<file path="config.mk">
export PLATFORM = sky130hd
export DESIGN_NAME = mfmd_front
export DESIGN_NICKNAME = d
export VERILOG_FILES = /design/src/design/mfmd_pkg.sv /design/src/design/mfmd_front.sv
export SDC_FILE = /design/constraint.sdc
export NUM_CORES = 1
export LEC_CHECK = 0
export ABC_AREA = 0
export BUFFER_PORTS_ARGS = -buffer_cell sky130_fd_sc_hd__buf_2
export CAP_MARGIN = 25
export CORE_MARGIN = 4
export CORE_UTILIZATION = 25
export DETAILED_ROUTE_END_ITERATION = 12
export HOLD_SLACK_MARGIN = 0.15
export SYNTH_ARGS = -nofsm -noshare
export SYNTH_HDL_FRONTEND = slang
export SYNTH_SLANG_ARGS = --single-unit
export TNS_END_PERCENT = 5
</file>
<file path="constraint.sdc">
create_clock -name clock -period 4.82 [get_ports clock]
set_input_delay 0.964 -clock clock [delete_from_list [all_inputs] [get_ports clock]]
set_output_delay 0.964 -clock clock [all_outputs]
set_load 0.01 [all_outputs]
</file>
<file path="src/design/mfmd_pkg.sv">
`default_nettype none
// ----------------------------------------------------------------------------
// mfmd_pkg
// Types, constants and the low-pass update shared by the feedback decoder.
// ----------------------------------------------------------------------------
package mfmd_pkg;

   // frame and result widths
   localparam int COUNT_W   = 13;
   localparam int RPM_W     = 16;
   localparam int CUR_W     = 16;
   localparam int TEMP_W    = 8;
   localparam int SINGLE_W  = 25;
   localparam int TOTAL_W   = 41;
   localparam int SPEED_W   = 27;
   localparam int CURF_W    = 24;
   localparam int ALPHA_W   = 17;
   localparam int REQ_DATA_W = 56;
   localparam int RSP_DATA_W = 128;

   // configuration register indexes
   localparam int CSR_INDEX_W = 1;
   localparam logic [CSR_INDEX_W-1:0] CSR_SPEED_ALPHA   = 1'b0;
   localparam logic [CSR_INDEX_W-1:0] CSR_CURRENT_ALPHA = 1'b1;

   localparam logic [ALPHA_W-1:0] SPEED_ALPHA_RESET   = 17'd55706;
   localparam logic [ALPHA_W-1:0] CURRENT_ALPHA_RESET = 17'd58982;
   localparam logic [ALPHA_W-1:0] ALPHA_ONE           = 17'h10000;

   localparam logic [COUNT_W:0]  HALF_TURN    = 14'd4096;
   localparam logic [11:0]       COUNT_TO_Q16 = 12'd2880;

   localparam logic signed [SPEED_W-1:0] SPEED_MIN   = -27'sd50331648;
   localparam logic signed [SPEED_W-1:0] SPEED_MAX   = 27'sd50331392;
   localparam logic signed [SPEED_W-1:0] CURRENT_MIN = -27'sd8388608;
   localparam logic signed [SPEED_W-1:0] CURRENT_MAX = 27'sd8388352;

   // turn step codes decided by the front end
   localparam logic [1:0] TURN_NONE = 2'd0;
   localparam logic [1:0] TURN_DEC  = 2'd1;
   localparam logic [1:0] TURN_INC  = 2'd2;

   localparam int QUEUE_DEPTH = 2;
   localparam int QPTR_W      = $clog2(QUEUE_DEPTH);

   typedef struct packed {
      logic [1:0]                  turn_step;
      logic [SINGLE_W-1:0]         single_angle;
      logic signed [SPEED_W-1:0]   speed_sample;
      logic signed [CURF_W-1:0]    current_sample;
      logic [TEMP_W-1:0]           temperature;
   } entry_type;

   typedef struct packed {
      logic                   we;
      logic [CSR_INDEX_W-1:0] index;
      logic [ALPHA_W-1:0]     data;
   } csr_write_type;

   // one first-order low-pass step: state + round(alpha * (sample - state) / 65536)
   function automatic logic signed [SPEED_W-1:0] ema_update(
      input logic signed [SPEED_W-1:0] state,
      input logic signed [SPEED_W-1:0] sample,
      input logic [ALPHA_W-1:0]        alpha,
      input logic signed [SPEED_W-1:0] lo,
      input logic signed [SPEED_W-1:0] hi
   );
      logic [ALPHA_W-1:0]          a;
      logic signed [SPEED_W:0]     diff;
      logic signed [45:0]          prod;
      logic signed [45:0]          rnd;
      logic signed [29:0]          step;
      logic signed [30:0]          sum;
      logic signed [30:0]          lo_ext;
      logic signed [30:0]          hi_ext;
      logic signed [SPEED_W-1:0]   res;
      a      = alpha[ALPHA_W-1] ? ALPHA_ONE : alpha;
      diff   = $signed({sample[SPEED_W-1], sample}) - $signed({state[SPEED_W-1], state});
      prod   = $signed({1'b0, a}) * diff;
      rnd    = prod + 46'sd32768;
      step   = rnd[45:16];
      sum    = $signed({step[29], step}) + $signed({{4{state[SPEED_W-1]}}, state});
      lo_ext = $signed({{4{lo[SPEED_W-1]}}, lo});
      hi_ext = $signed({{4{hi[SPEED_W-1]}}, hi});
      if (sum < lo_ext) begin
         res = lo;
      end else if (sum > hi_ext) begin
         res = hi;
      end else begin
         res = sum[SPEED_W-1:0];
      end
      return res;
   endfunction

endpackage
`default_nettype wire

</file>
<file path="src/design/mfmd_front.sv">
`default_nettype none
// ----------------------------------------------------------------------------
// mfmd_front
// Accepts feedback frames, classifies the count jump and scales the samples.
// ----------------------------------------------------------------------------
module mfmd_front
   import mfmd_pkg::*;
(
   input  wire logic                  clock,
   input  wire logic                  reset,
   input  wire logic                  req_tvalid,
   output logic                       req_tready,
   // encoder_count, speed_rpm, current_raw, temperature_raw, zero pad
   input  wire logic [REQ_DATA_W-1:0] req_tdata,
   input  wire logic                  q_full,
   output logic                       q_push,
   output entry_type                  q_entry
);

   logic [COUNT_W-1:0]        prev_count_ff;
   logic [COUNT_W-1:0]        prev_count_in;
   logic [COUNT_W-1:0]        count;
   logic signed [RPM_W-1:0]   rpm;
   logic signed [CUR_W-1:0]   cur;
   logic [COUNT_W:0]          count_x;
   logic [COUNT_W:0]          prev_x;
   logic signed [SPEED_W-1:0] rpm_ext;

   assign count   = req_tdata[12:0];
   assign rpm     = req_tdata[28:13];
   assign cur     = req_tdata[44:29];
   assign count_x = {1'b0, count};
   assign prev_x  = {1'b0, prev_count_ff};
   assign rpm_ext = {{(SPEED_W-RPM_W){rpm[RPM_W-1]}}, rpm};

   assign req_tready = !q_full;
   assign q_push     = req_tvalid && req_tready;

   always_comb begin
      // jump up by more than half a turn is a turn backwards
      if (count_x > prev_x + HALF_TURN) begin
         q_entry.turn_step = TURN_DEC;
      end else if (prev_x > count_x + HALF_TURN) begin
         q_entry.turn_step = TURN_INC;
      end else begin
         q_entry.turn_step = TURN_NONE;
      end
      q_entry.single_angle   = SINGLE_W'(count) * SINGLE_W'(COUNT_TO_Q16);
      // rpm * 1536 gives deg/s with 8 fraction bits
      q_entry.speed_sample   = (rpm_ext <<< 10) + (rpm_ext <<< 9);
      q_entry.current_sample = {cur, 8'b0};
      q_entry.temperature    = req_tdata[52:45];
   end

   assign prev_count_in = q_push ? count : prev_count_ff;

   always_ff @(posedge clock) begin
      if (reset) begin
         prev_count_ff <= '0;
      end else begin
         prev_count_ff <= prev_count_in;
      end
   end

endmodule
`default_nettype wire

</file>
# == Word-level counts from Yosys, hierarchy flattened ==
# Cells that the tools add are included.
# totals
ff_bits,13
output_inout_bits,88
inputBits,60
# classes
muxes,2
multipliers,1
addsub,3
n_reduce_logical,2
n_lt_le_gt_ge,2
# ops
op,count
"adder 13 x 13 -> 14 bit, second input constant",2
> comparator 13 x 14 -> 1 bit,2
adder 26 x 25 -> 27 bit,1
"multiplier 13 x 6 -> 19 bit, second input constant",1
two-way mux 2 bit,2
logical AND 1 bit,1
zero test 1 bit,1

# == Logic depth before layout (Yosys ltp) ==
# logic_depth
ltp_word,4
ltp_mapped,13
depth_no_buf,13

# == Worst setup path after synthesis ==
# Ideal clock, no wire load.
# synth_path
kind,input port to output port
startpoint,input port req_tdata[6]
endpoint,output port q_entry[83] in the netlist's numbering
stages,12
required_time_ns,3.856
arrival_ns,4.040
slack_ns,-0.184
n_path_buf,0
cell_sequence,ha_1 -> fa_1 -> inv_1 -> fa_1 -> inv_1 -> ha_1 -> a21o_1 -> a221oi_2 -> o21ai_2 -> a311o_1 -> a21oi_2 -> xnor2_1
# synth_lines
item,line_no,text
start: declaration,mfmd_front.sv:14,"input wire logic [REQ_DATA_W-1:0] req_tdata,"
end: declaration,mfmd_front.sv:17,output entry_type q_entry

==> impl_metrics.ini <==
[synth]
ys_ff_latch = 13
postSynth.topFlopCell = dfxtp_1
synth_cells = 446
yosysTopAreaCell = ha_1
synthArstFlopShare = 0
yosys-top-cells-area = ha_1, buf_4, fa_1
synth_common_cells = ha_1, inv_1, buf_4, a21oi_1, nand2_1
synth-edff-count = 0
yosysSeqAreaShare = 0.0742
syn_area_per_cell_um2 = 7.87
yosysUniqueCellTypes = 43
yosys_warnings = 0
syn-cell-area_um2 = 3510
yosysTopAreaCellShare = 0.282

[floorplanning]
coreArea_um2 = 13800
start_util = 0.254
die_width_um = 126
dieArea_um2 = 16000
ioPinCount = 148
die_h_um = 126
fp-row-count = 43

[timing]
finalSetupViolCount = 6
rsz0062_at_grt = true
fin_skew_ps = 0
worst_slack_ps = -189
maxSlewViolCount = 0
finalSetupTns_ps = -682
relSlewSlack = 0.661
finalCriticalPeriod_ps = 5010
finalHoldViolCount = 0
fin_crit_sh = 1.04
fmax_mhz = 200
tightest_slew_ps = 508

[run_status]
status = complete, but fails checks
violations = negative setup slack

[worst_setup_path]
reg2regPathDepth = 2
cp_max_fo = 5
endpoint_kind = output pin
reg2reg_slack_ps = 4170
worstPathBufferInverterCount = 4
worstReg2RegStart = prev_count_ff[6]
required_ps = 3860
crit_family = adder cells
cp-start-kind = primary input
reg2reg_to = prev_count_ff[6]
cp.arrival_ps = 4040
crit_path_max_incr_delay_ps = 510
slowest_stage = fa_1
critPathKind = in -> out
cp_cell_sequence = buf_4 -> ha_4 -> fa_1 -> inv_2 -> fa_1 -> inv_2 -> ha_4 -> a21o_1 -> a221oi_4 -> o21ai_2 -> a311o_1 -> a21oi_2 -> xnor2_2 -> buf_4

[power_and_ir_drop]
leakage_nw = 2.35
p_int_mw = 0.803
seq_power_share = 0.081
pwr-share-clk = 0.111
peakVddDrop_uv = 146
power_switching_mw = 0.641
p_sw_frac = 0.444
pwr_density_cell_nw_per_um2 = 320
comb_power_share = 0.808

[clocking]
h-tree-depth = 1
clkTransAtPathRegs_ps = 50
cts_inserted_buffers = 3
cts_tree = done
root_buffer = clkbuf_16
clock_path_buffers = 2
worstSkewPairLatency_ps = 240
clkSinkCount = 13

[job]
maxCapViolCount = 0

[finish]
antenna_cells = 0
nNetsFinal = 693
fill_cells = 1481
largest_register_ffs = 13
top_register = prev_count_ff
drive_gt1_frac = 0.313
area_growth_pct = 28.7
instances_no_fill = 717
reg_top3 = prev_count_ff (13)

[global_routing]
met2_usage = 0.164
overflow = 0
grt.busiest_layer = met2
gr-usage-met3 = 0.0164
grt_pass1_wl_mm = 12.8
grtUsageMet1 = 0.124
grt_start_max_net_pins = 15
grt_usage = 0.0930
antenna_found_initial = 0
first_global_vias = 2848

[hold_path]
min_to = prev_count_ff[12]
whs_path_depth = 2
hp-start = prev_count_ff[12]
hold_class = reg -> reg

[routing]
dr.pass1.iters = 4
drt-initial-drc-count = 71
ant_nets = 0
viasPerCell = 4.28
wire_per_inst_um = 10.9
vias = 3066
drc = 0
finalWirelength_mm = 7.85

[placed_design]
portBuffers = 73
dp_cells = 706
hpwlAfterDp_mm = 6.52
place_congestion = 0.811
[stage by stage]
step | power (mW) | instance area [um2] | hold WS [ps] | utilization | setup slack [ps]
after floorplan | 0.786 | 3630 | 438 | - | 4.31
after global placement | 1.17 | 4130 | 454 | 0.299 | -374
after detailed placement | 1.17 | 4130 | 463 | 0.299 | -379
after CTS | 1.42 | 4410 | 470 | 0.319 | -270
after global routing | 1.59 | 4520 | 494 | 0.327 | -341
final | 1.44 | 4520 | 469 | 0.327 | -189
[per-layer routing]
layer / share of wire / wire [um]
met5: 0 / 0
met4: 0.00076 / 6
met3: 0.053 / 415
met2: 0.49 / 3820
met1: 0.46 / 3600
[cell type report]
cell class	instances	area, um2	share of cell area
clock buffer	4	78.8	0.0175
inverter	79	297	0.0657
multi-input combinational	319	2880	0.637
sequential	13	260	0.0576
tap	180	225	0.0499
timing repair buffer	122	781	0.173
[placed cells by master, fill, tap and decap left out, types with 6 or more instances in the layout]
| cell | n |
|---|---|
| xor2_1 | 14 |
| ha_1 | 62 |
| inv_2 | 8 |
| buf_4 | 50 |
| o21ai_0 | 9 |
| nand2_1 | 38 |
| a21oi_1 | 43 |
| inv_1 | 71 |
| fa_1 | 15 |
| a21o_1 | 12 |
| dfxtp_1 | 13 |
| nand3_1 | 6 |
| nor2_1 | 7 |
| a21oi_2 | 7 |
| ha_4 | 14 |
| conb_1 | 23 |
| buf_2 | 66 |
| xnor2_1 | 15 |
[kinds of logic (layout without fill, tap and decap cells)]
logic type,Yosys count,after routing,synth area share
simple gates,71,71,0.0952
fa+ha+maj,95,95,0.373
flops,13,13,0.0742
xor+xnor,31,31,0.0774
compound gates,99,99,0.179
buf+inv,136,205,0.200
other cells,1,23,0.00107
[worst min-delay path, stage by stage (launching register included)]
cell,delay [ps]
dfxtp_1,310
nand2_1,50
a21oi_1,50
[power by group through the flow]
| stage | combinational, mW | sequential [mW] | clock, mW |
|---|---|---|---|
| after global placement | 1.05 | 0.118 | 0 |
| final | 1.17 | 0.116 | 0.161 |
| after detailed placement | 1.06 | 0.119 | 0 |
| after floorplan | 0.668 | 0.118 | 0 |
| after global routing | 1.30 | 0.117 | 0.168 |
| after CTS | 1.14 | 0.116 | 0.165 |
[what timing repair did]
action	CTS	global route
setup buffers	2	5
resized for setup	35	13
pin swaps	25	20
endpoints found under the setup margin	9	9
cloned	0	0
hold buffers	0	0
[how the worst max path moves through the flow]
stage	startpoint	endpoint	slack, ps	depth (start not counted)
finish	req_tdata[6]	q_entry[83]	-190	14
global placement	req_tdata[3]	q_entry[83]	-370	14
detailed placement	req_tdata[3]	q_entry[83]	-380	14
floorplan	req_tdata[3]	q_entry[83]	4	12
global route	req_tdata[6]	q_entry[83]	-340	14
CTS	req_tdata[4]	q_entry[83]	-270	15
Note: power is estimated with default switching activity, not from simulation.
