<file path="src/design/mfmd_pkg.sv">
`default_nettype none
// ----------------------------------------------------------------------------
// mfmd_pkg
// Types, constants and the low-pass update shared by the feedback decoder.
// ----------------------------------------------------------------------------
package mfmd_pkg;

   // frame and result widths
   localparam int COUNT_W   = 13;
   localparam int RPM_W     = 16;
   localparam int CUR_W     = 16;
   localparam int TEMP_W    = 8;
   localparam int SINGLE_W  = 25;
   localparam int TOTAL_W   = 41;
   localparam int SPEED_W   = 27;
   localparam int CURF_W    = 24;
   localparam int ALPHA_W   = 17;
   localparam int REQ_DATA_W = 56;
   localparam int RSP_DATA_W = 128;

   // configuration register indexes
   localparam int CSR_INDEX_W = 1;
   localparam logic [CSR_INDEX_W-1:0] CSR_SPEED_ALPHA   = 1'b0;
   localparam logic [CSR_INDEX_W-1:0] CSR_CURRENT_ALPHA = 1'b1;

   localparam logic [ALPHA_W-1:0] SPEED_ALPHA_RESET   = 17'd55706;
   localparam logic [ALPHA_W-1:0] CURRENT_ALPHA_RESET = 17'd58982;
   localparam logic [ALPHA_W-1:0] ALPHA_ONE           = 17'h10000;

   localparam logic [COUNT_W:0]  HALF_TURN    = 14'd4096;
   localparam logic [11:0]       COUNT_TO_Q16 = 12'd2880;

   localparam logic signed [SPEED_W-1:0] SPEED_MIN   = -27'sd50331648;
   localparam logic signed [SPEED_W-1:0] SPEED_MAX   = 27'sd50331392;
   localparam logic signed [SPEED_W-1:0] CURRENT_MIN = -27'sd8388608;
   localparam logic signed [SPEED_W-1:0] CURRENT_MAX = 27'sd8388352;

   // turn step codes decided by the front end
   localparam logic [1:0] TURN_NONE = 2'd0;
   localparam logic [1:0] TURN_DEC  = 2'd1;
   localparam logic [1:0] TURN_INC  = 2'd2;

   localparam int QUEUE_DEPTH = 2;
   localparam int QPTR_W      = $clog2(QUEUE_DEPTH);

   typedef struct packed {
      logic [1:0]                  turn_step;
      logic [SINGLE_W-1:0]         single_angle;
      logic signed [SPEED_W-1:0]   speed_sample;
      logic signed [CURF_W-1:0]    current_sample;
      logic [TEMP_W-1:0]           temperature;
   } entry_type;

   typedef struct packed {
      logic                   we;
      logic [CSR_INDEX_W-1:0] index;
      logic [ALPHA_W-1:0]     data;
   } csr_write_type;

   // one first-order low-pass step: state + round(alpha * (sample - state) / 65536)
   function automatic logic signed [SPEED_W-1:0] ema_update(
      input logic signed [SPEED_W-1:0] state,
      input logic signed [SPEED_W-1:0] sample,
      input logic [ALPHA_W-1:0]        alpha,
      input logic signed [SPEED_W-1:0] lo,
      input logic signed [SPEED_W-1:0] hi
   );
      logic [ALPHA_W-1:0]          a;
      logic signed [SPEED_W:0]     diff;
      logic signed [45:0]          prod;
      logic signed [45:0]          rnd;
      logic signed [29:0]          step;
      logic signed [30:0]          sum;
      logic signed [30:0]          lo_ext;
      logic signed [30:0]          hi_ext;
      logic signed [SPEED_W-1:0]   res;
      a      = alpha[ALPHA_W-1] ? ALPHA_ONE : alpha;
      diff   = $signed({sample[SPEED_W-1], sample}) - $signed({state[SPEED_W-1], state});
      prod   = $signed({1'b0, a}) * diff;
      rnd    = prod + 46'sd32768;
      step   = rnd[45:16];
      sum    = $signed({step[29], step}) + $signed({{4{state[SPEED_W-1]}}, state});
      lo_ext = $signed({{4{lo[SPEED_W-1]}}, lo});
      hi_ext = $signed({{4{hi[SPEED_W-1]}}, hi});
      if (sum < lo_ext) begin
         res = lo;
      end else if (sum > hi_ext) begin
         res = hi;
      end else begin
         res = sum[SPEED_W-1:0];
      end
      return res;
   endfunction

endpackage
`default_nettype wire

</file>
<file path="src/design/mfmd_queue.sv">
`default_nettype none
// ----------------------------------------------------------------------------
// mfmd_queue
// Short queue of classified items between front and back end.
// ----------------------------------------------------------------------------
module mfmd_queue
   import mfmd_pkg::*;
(
   input  wire logic      clock,
   input  wire logic      reset,
   input  wire logic      push,
   input  wire entry_type push_entry,
   output logic           full,
   input  wire logic      pop,
   output logic           valid,
   output entry_type      head
);

   entry_type         mem_ff [QUEUE_DEPTH];
   logic [QPTR_W-1:0] wr_ptr_ff;
   logic [QPTR_W-1:0] wr_ptr_in;
   logic [QPTR_W-1:0] rd_ptr_ff;
   logic [QPTR_W-1:0] rd_ptr_in;
   logic [QPTR_W:0]   count_ff;
   logic [QPTR_W:0]   count_in;
   logic              do_pop;

   assign full   = (count_ff == (QPTR_W+1)'(QUEUE_DEPTH));
   assign valid  = (count_ff != '0);
   assign head   = mem_ff[rd_ptr_ff];
   assign do_pop = pop && valid;

   always_comb begin
      wr_ptr_in = push ? wr_ptr_ff + 1'b1 : wr_ptr_ff;
      rd_ptr_in = do_pop ? rd_ptr_ff + 1'b1 : rd_ptr_ff;
      count_in  = count_ff;
      if (push && !do_pop) begin
         count_in = count_ff + 1'b1;
      end else if (do_pop && !push) begin
         count_in = count_ff - 1'b1;
      end
   end

   always_ff @(posedge clock) begin
      if (push) begin
         mem_ff[wr_ptr_ff] <= push_entry;
      end
   end

   always_ff @(posedge clock) begin
      if (reset) begin
         wr_ptr_ff <= '0;
         rd_ptr_ff <= '0;
         count_ff  <= '0;
      end else begin
         wr_ptr_ff <= wr_ptr_in;
         rd_ptr_ff <= rd_ptr_in;
         count_ff  <= count_in;
      end
   end

endmodule
`default_nettype wire

</file>
<file path="config.mk">
export PLATFORM = sky130hd
export DESIGN_NAME = mfmd_queue
export DESIGN_NICKNAME = d
export VERILOG_FILES = /design/src/design/mfmd_pkg.sv /design/src/design/mfmd_queue.sv
export SDC_FILE = /design/constraint.sdc
export NUM_CORES = 1
export LEC_CHECK = 0
export BUFFER_PORTS_ARGS = -buffer_cell sky130_fd_sc_hd__buf_2
export CORE_ASPECT_RATIO = 1.5
export CORE_MARGIN = 1
export CORE_UTILIZATION = 45
export CTS_CLUSTER_DIAMETER = 150
export DETAILED_ROUTE_END_ITERATION = 10
export PLACE_DENSITY = 0.71
export SETUP_SLACK_MARGIN = 0.3
export SKIP_LAST_GASP = 1
export SYNTH_ARGS = -nofsm -noshare
export SYNTH_HDL_FRONTEND = slang
export SYNTH_SLANG_ARGS = --single-unit
</file>
<file path="constraint.sdc">
create_clock -name clock -period 6.6 [get_ports clock]
set_input_delay 0.33 -clock clock [delete_from_list [all_inputs] [get_ports clock]]
set_output_delay 0.33 -clock clock [all_outputs]
set_load 0.1 [all_outputs]
</file>
# Yosys cells after proc, flatten, opt, wreduce, memory -nomap -nowiden
# Memories as Yosys holds them, arrays and structs flattened. A register that Yosys moved wholly into a read port is not among the register bits.
# Cells that the tools add are included.
[word_totals]
ff_bits = 4
latchBits = 0
ramBits = 172
rom_bits = 0
inputBits = 90
out_inout_bits = 88
wordCells = 22
memories = 1
[op_classes]
n_addsub = 4
mul = 0
div_mod_pow = 0
order_cmp = 0
eq_ne = 1
n_shift = 0
n_mux = 6
bitwise = 0
n_reduce_logical = 7
[memory_table]
columns = ["memory", "words", "width", "read_ports", "rd_ports_with_merged_regs", "write_ports", "line_no", "text"]
rows = [
  ["mem_ff", 2, 86, 1, 1, 1, "mfmd_queue.sv:19", "entry_type mem_ff [QUEUE_DEPTH];"],
]
[ops]
columns = ["op", "n"]
rows = [
  ["1-bit two-way mux", 4],
  ["2-bit two-way mux", 2],
  ["2-bit nonzero test", 2],
  ["1-bit logical AND", 3],
  ["1-bit adder (second input constant)", 2],
  ["2-bit by 1-bit adder with 2-bit output (second input constant)", 1],
  ["2-bit equality test (second input constant)", 1],
  ["1-bit logical NOT", 2],
  ["2-bit by 1-bit subtractor with 2-bit output (second input constant)", 1],
]

# Logic depth before layout (Yosys ltp)
# Gate-level depths: netlist of run 1.
[depth]
depth_word = 5
ltp_mapped = 5
depth_no_buf = 5

# Worst setup path before layout of run 1
# No wires, ideal clock.
[synth_path]
path_kind = "reg-to-reg"
from = "reg wr_ptr_ff"
to = "mem mem_ff[0][0] (netlist name), enable pin"
setup_ns = 0.541
t_arrival_ns = 4.140
required_time_ns = 6.059
slack_ns = 1.919
stages_incl_launch_ff = 2
path_buffers = 0
period_less_slack_ns = 4.681
path_cell_list = "dfxtp_1 > nor2b_1"
[synth_rtl]
columns = ["item", "line_no", "text"]
rows = [
  ["start, declared", "mfmd_queue.sv:20", "logic [QPTR_W-1:0] wr_ptr_ff;"],
  ["start signal, assigned", "mfmd_queue.sv:56", "wr_ptr_ff <= wr_ptr_in;"],
  ["end, declared", "mfmd_queue.sv:19", ""],
]
# No word-level cell before the write port.

==> results of run 1 <==
## metal layers
layer / vias up / global-route usage (%)
met4: 2 / 7.61
met2: 125 / 27.3
li1: 1522 / -
met5: - / 0
met1: 1604 / 15.8
met3: 21 / 5.99
## sequential cells by signal, indices dropped and copies added, names as in the netlist, named ones only
signal,flops
count_ff,2
rd_ptr_ff,1
mem_ff,172
wr_ptr_ff,1
## per-stage QoR
stage | power [mW] | std cells | setup slack, ns | cell area [sq um]
after global routing | 4.27 | 683 | 3.47 | 8280
final | 4.14 | 684 | 3.59 | 8280
after floorplan | 2.96 | 290 | 1.92 | 6620
after detailed placement | 3.11 | 651 | 4.00 | 7650
after global placement | 3.10 | 651 | 4.03 | 7650
after CTS | 4.17 | 683 | 3.55 | 8280
## critical path, stage by stage, from the launching register on
cell	delay (ns)
dfxtp_4	0.67
buf_4	0.75
mux2_2	0.32
buf_2	0.43
## power breakdown
group	total [mW]	leakage [nW]	switching (mW)	internal, mW
clock network	1.06	0.292	0.425	0.638
registers	1.38	1.66	0.0592	1.32
logic	1.70	1.22	1.34	0.354
## layout make-up
class	instances	area, sq um	area share, %
Sequential cell	177	5270	63.6
Multi-Input combinational cell	103	1240	14.9
Timing Repair Buffer	179	901	10.9
Clock buffer	17	425	5.14
Tap cell	192	240	2.90
Clock inverter	15	204	2.46
Antenna cell	1	2.50	0.0302
## path summary, 6_finish.rpt
check	from	to	slack (ns)	cells after the start
worst max register to register	wr_ptr_ff$_SDFFE_PP0P_	mem_ff[1][62]$_DFFE_PP_	4.75	1
worst max-delay path	flop	head[24]	3.59	3
worst min register to register	rd_ptr_ff$_SDFFE_PP0P_	rd_ptr_ff$_SDFFE_PP0P_	0.52	2
worst min-delay path	push_entry[38]	mem_ff[1][38]$_DFFE_PP_	0.09	1
## placed cells by master, fill, tap and decap left out
cell        Yosys  routed
clkinvlp_4      0       5
xor2_1          3       3
nor2_1          4       4
inv_6           0       3
buf_2           4     177
edfxtp_1      172     172
diode_2         0       1
a21oi_1         1       1
inv_8           0       1
xnor2_1         1       1
clkinv_2        0       1
o21ai_0         2       2
nor2b_4         0       1
ha_1            1       1
or3_1           1       1
mux2_2         46      46
bufinv_16       0       4
clkinv_1        0       1
dfxtp_4         0       1
and2_4          0       1
clkbuf_16       0      17
mux2_4         40      40
or2_2           1       1
nor2b_1         2       1
dfxtp_1         5       4
buf_4           0       2
## logic make-up after synthesis
family,count (synthesis),share of synthesized area (%)
and+or+nand+nor,9,0.700
AOI/OAI and AO/OA,3,0.227
xor gates and xnor gates,4,0.529
DFF,177,79.5
adders and majority gates,1,0.189
muxes,86,16.9
buffers and inverters,10,1.91
==> impl_metrics.yaml, run 1 <==
critical_path:
  worstPathRequired_ns: 6.27
  start_kind: "flop"
  arrival_ns: 2.68
  cp_max_fo: 54
  crit_type: "flop to primary output"
  cp-end-kind: "primary output"
synthesis:
  syn_area_sq_um: 6620
  synthFlopType: "edfxtp_1"
  synth_seq_area_share_pct: 79.5
  synth_edf_count: 172
  synthArstFlopShare_pct: 0
  synth_top_area_share_pct: 78.0
  yosys_warnings: 0
  synth.top_cells.by_area: "edfxtp_1 78%, mux2_4 9.1%, mux2_2 7.8%"
  synthTopCellsByCount: "172 x edfxtp_1, 46 x mux2_2, 40 x mux2_4"
  synth.most_common_cell: "edfxtp_1"
  synth-seq-cells: 177
  postSynthCellCount: 290
  synth_largest_area_cell: "edfxtp_1"
  avgSynthCellArea_sq_um: 22.8
  synth_nets: 381
  yosys.cell_types.count: 18
cts:
  h-tree-depth: 4
  post_cts_resized: 0
  cts_root_buf: "clkbuf_16"
  clkLatencyLatePin_ns: 0.42
  holdBufCountCts: 0
  cts_tree: "built"
  cts_setup_buffers: 0
  clk_path_buf_depth: 2
  cts.sinks: 177
  cts_made_buffers: 17
  clkTransAtPathRegs_ns: 0.07
sta:
  fin_crit_ns: 3.01
  relSlewSlack_pct: 20.5
  tightest_slew_ns: 1.19
  finalHoldViolations: 0
  setup_viol_count_final: 0
  skew_ns: 0.00765
  rsz0062_at_grt: "false"
  holdWs_ns: 0.0932
  setup_tns_ns: 0
  post-route-period-util_pct: 45.6
  max_freq_mhz: 333
  maxSlewViolCount: 0
floorplan:
  die_x_um: 101
  die_y_um: 151
  core_area_sq_um: 14200
  ioPinCount: 178
  rows: 53
  start_util_pct: 46.6
  dieArea_sq_um: 15200
detailed_routing:
  dr.pass1.iters: 4
  via_per_inst: 4.79
  drt_first_iter_violations: 119
  highest_layer: "met5"
  antenna_left: 0
  wl_per_cell_um: 16.9
  drc: 0
  met3_length_um: 776
  routed_wl_um: 11600
  dr_wl_met2_um: 6240
  wl_met1_um: 4240
  vias: 3274
global_route:
  antenna_found_initial: 2
  grt_pass1_vias: 3430
  grt.total_usage_pct: 15.5
  grt_overflow_total: 0
  grt_max_degree: 87
  grt_pass1_wl_um: 16900
hold_path:
  hold_class: "primary input to flop"
placed_design:
  portBuffers: 177
  globalplace.congestion: 0.705
  dpl.hpwl_um: 7390
final_layout:
  fin_nets: 569
  drive_gt1_share_pct: 61.1
  utilization_pct: 58.3
  syn_to_final_growth_pct: 25.1
  n_fill_cell: 1148
job:
  drv_cap: 0
power:
  p_leak_nw: 3.17
  p_per_area_nw_per_um2: 500
  vdd_drop_max_mv: 0.382
run_status:
  outcome: "finished clean"
Power figures use the tool's default switching activity.
==> inputs of run 2 (changes only) <==
Clock period 6.6 ns to 3.2 ns, I/O delays scaled along.
==> impl_metrics.yaml, run 2 (synthesis results as in run 1) <==
run_status:
  outcome: "finished clean"
cts:
  cts_root_buf: "clkbuf_16"
  h-tree-depth: 4
  clkTransAtPathRegs_ns: 0.07
  cts_setup_buffers: 0
  cts_tree: "built"
  cts_made_buffers: 17
  post_cts_resized: 0
  clk_path_buf_depth: 2
  cts.sinks: 177
  clkLatencyLatePin_ns: 0.41
sta:
  post-route-period-util_pct: 74.7
  setup_tns_ns: 0
  fin_crit_ns: 2.39
  skew_ns: 0.00827
  tightest_slew_ns: 0.644
  setup_viol_count_final: 0
  max_freq_mhz: 418
  finalHoldViolations: 0
  rsz0062_at_grt: "false"
  maxSlewViolCount: 0
  relSlewSlack_pct: 57.1
global_route:
  grt_max_degree: 55
  antenna_found_initial: 0
  grt.total_usage_pct: 17.1
  grt_pass1_vias: 3904
  grt_overflow_total: 0
  grt_pass1_wl_um: 18900
power:
  vdd_drop_max_mv: 0.821
  p_per_area_nw_per_um2: 923
  p_leak_nw: 3.53
detailed_routing:
  wl_per_cell_um: 16.7
  antenna_left: 0
  routed_wl_um: 12900
  via_per_inst: 4.75
  dr.pass1.iters: 4
  drt_first_iter_violations: 122
  vias: 3668
  drc: 0
floorplan:
  die_x_um: 101
  core_area_sq_um: 14200
  dieArea_sq_um: 15200
  ioPinCount: 178
  start_util_pct: 46.6
  die_y_um: 151
  rows: 53
final_layout:
  utilization_pct: 64.3
  n_antenna_cell: 0
  layout_commonest_cell: "buf_2"
  final_cell_mix: "177 x buf_2, 172 x edfxtp_1, 87 x dlygate4sd3_1"
  syn_to_final_growth_pct: 37.9
  top_regs: "mem_ff (172), count_ff (2)"
  regMostFlops: "mem_ff"
  fin_nets: 658
  drive_gt1_share_pct: 51.7
  largest_reg_flops: 172
hold_path:
  hold_class: "primary input to flop"
critical_path:
  cp-end-kind: "primary output"
  arrival_ns: 2.23
  cp_max_fo: 54
  worstPathRequired_ns: 3.04
  crit_type: "flop to primary output"
  start_kind: "flop"
placed_design:
  portBuffers: 177
  globalplace.congestion: 0.715
  dpl.hpwl_um: 7690
job:
  drv_cap: 0
run 2: cell types whose count changed in the layout (fill, tap and decap cells not counted), sizes merged:
cell | previous run | this run
diode | 1 | 0
clkinv | 2 | 7
inv | 4 | 5
bufinv | 4 | 1
dlygate4sd3 | 0 | 87
buf | 179 | 181
clkinvlp | 5 | 2
run 2: layout make-up:
class | instances | area, sq um
flip-flops and latches | 177 | 5270
fillers | 1016 | 5060
repair buffers | 268 | 1820
multi-input cells | 103 | 1240
clock buffers | 17 | 425
well taps | 192 | 240
clock inverters | 15 | 134
run 2: worst paths after layout:
kind / slack, ns / start / endpoint / cells after the start
setup / recovery: 0.81 / flop / head[81] / 3
hold / removal: 0.06 / push / wr_ptr_ff$_SDFFE_PP0P_ / 3
setup reg to reg: 1.49 / wr_ptr_ff$_SDFFE_PP0P_ / mem_ff[1][45]$_DFFE_PP_ / 2
hold reg to reg: 0.51 / rd_ptr_ff$_SDFFE_PP0P_ / rd_ptr_ff$_SDFFE_PP0P_ / 2
run 2: routing by layer:
layer	track usage (%)	share of wire, %
met1	17.7	37
met2	32.3	57
met3	3.76	3.8
met4	7.90	2.4
met5	0	0
run 2: worst max-delay path: stages, from the launching register on:
cell and delay (ns):
dfxtp_4 0.69, buf_12 0.37, mux2_2 0.40, buf_2 0.30
run 2: where the power goes:
group / switching (mW) / total [mW] / internal [mW]
sequential: 0.130 / 2.85 / 2.72
combinational: 2.81 / 3.62 / 0.814
clock: 0.873 / 1.95 / 1.08
total: 3.81 / 8.43 / 4.62
run 2: what timing repair did:
item	in CTS	in global routing
setup endpoints to repair	0	0
endpoints found under the hold margin	177	0
hold buffers	87	0
run 2: stage by stage:
stage | hold slack (ns) | setup slack, ns | instances | instance area (sq um) | total power, mW
2_1_floorplan | 0.229 | 0.336 | 290 | 6630 | 6.10
3_3_place_gp | 0.348 | 1.24 | 653 | 7700 | 6.40
3_5_place_dp | 0.351 | 1.18 | 653 | 7700 | 6.45
4_1_cts | 0.0402 | 0.721 | 772 | 9130 | 8.48
5_1_grt | 0.0958 | 0.694 | 772 | 9130 | 8.68
6_report | 0.0602 | 0.809 | 772 | 9130 | 8.43
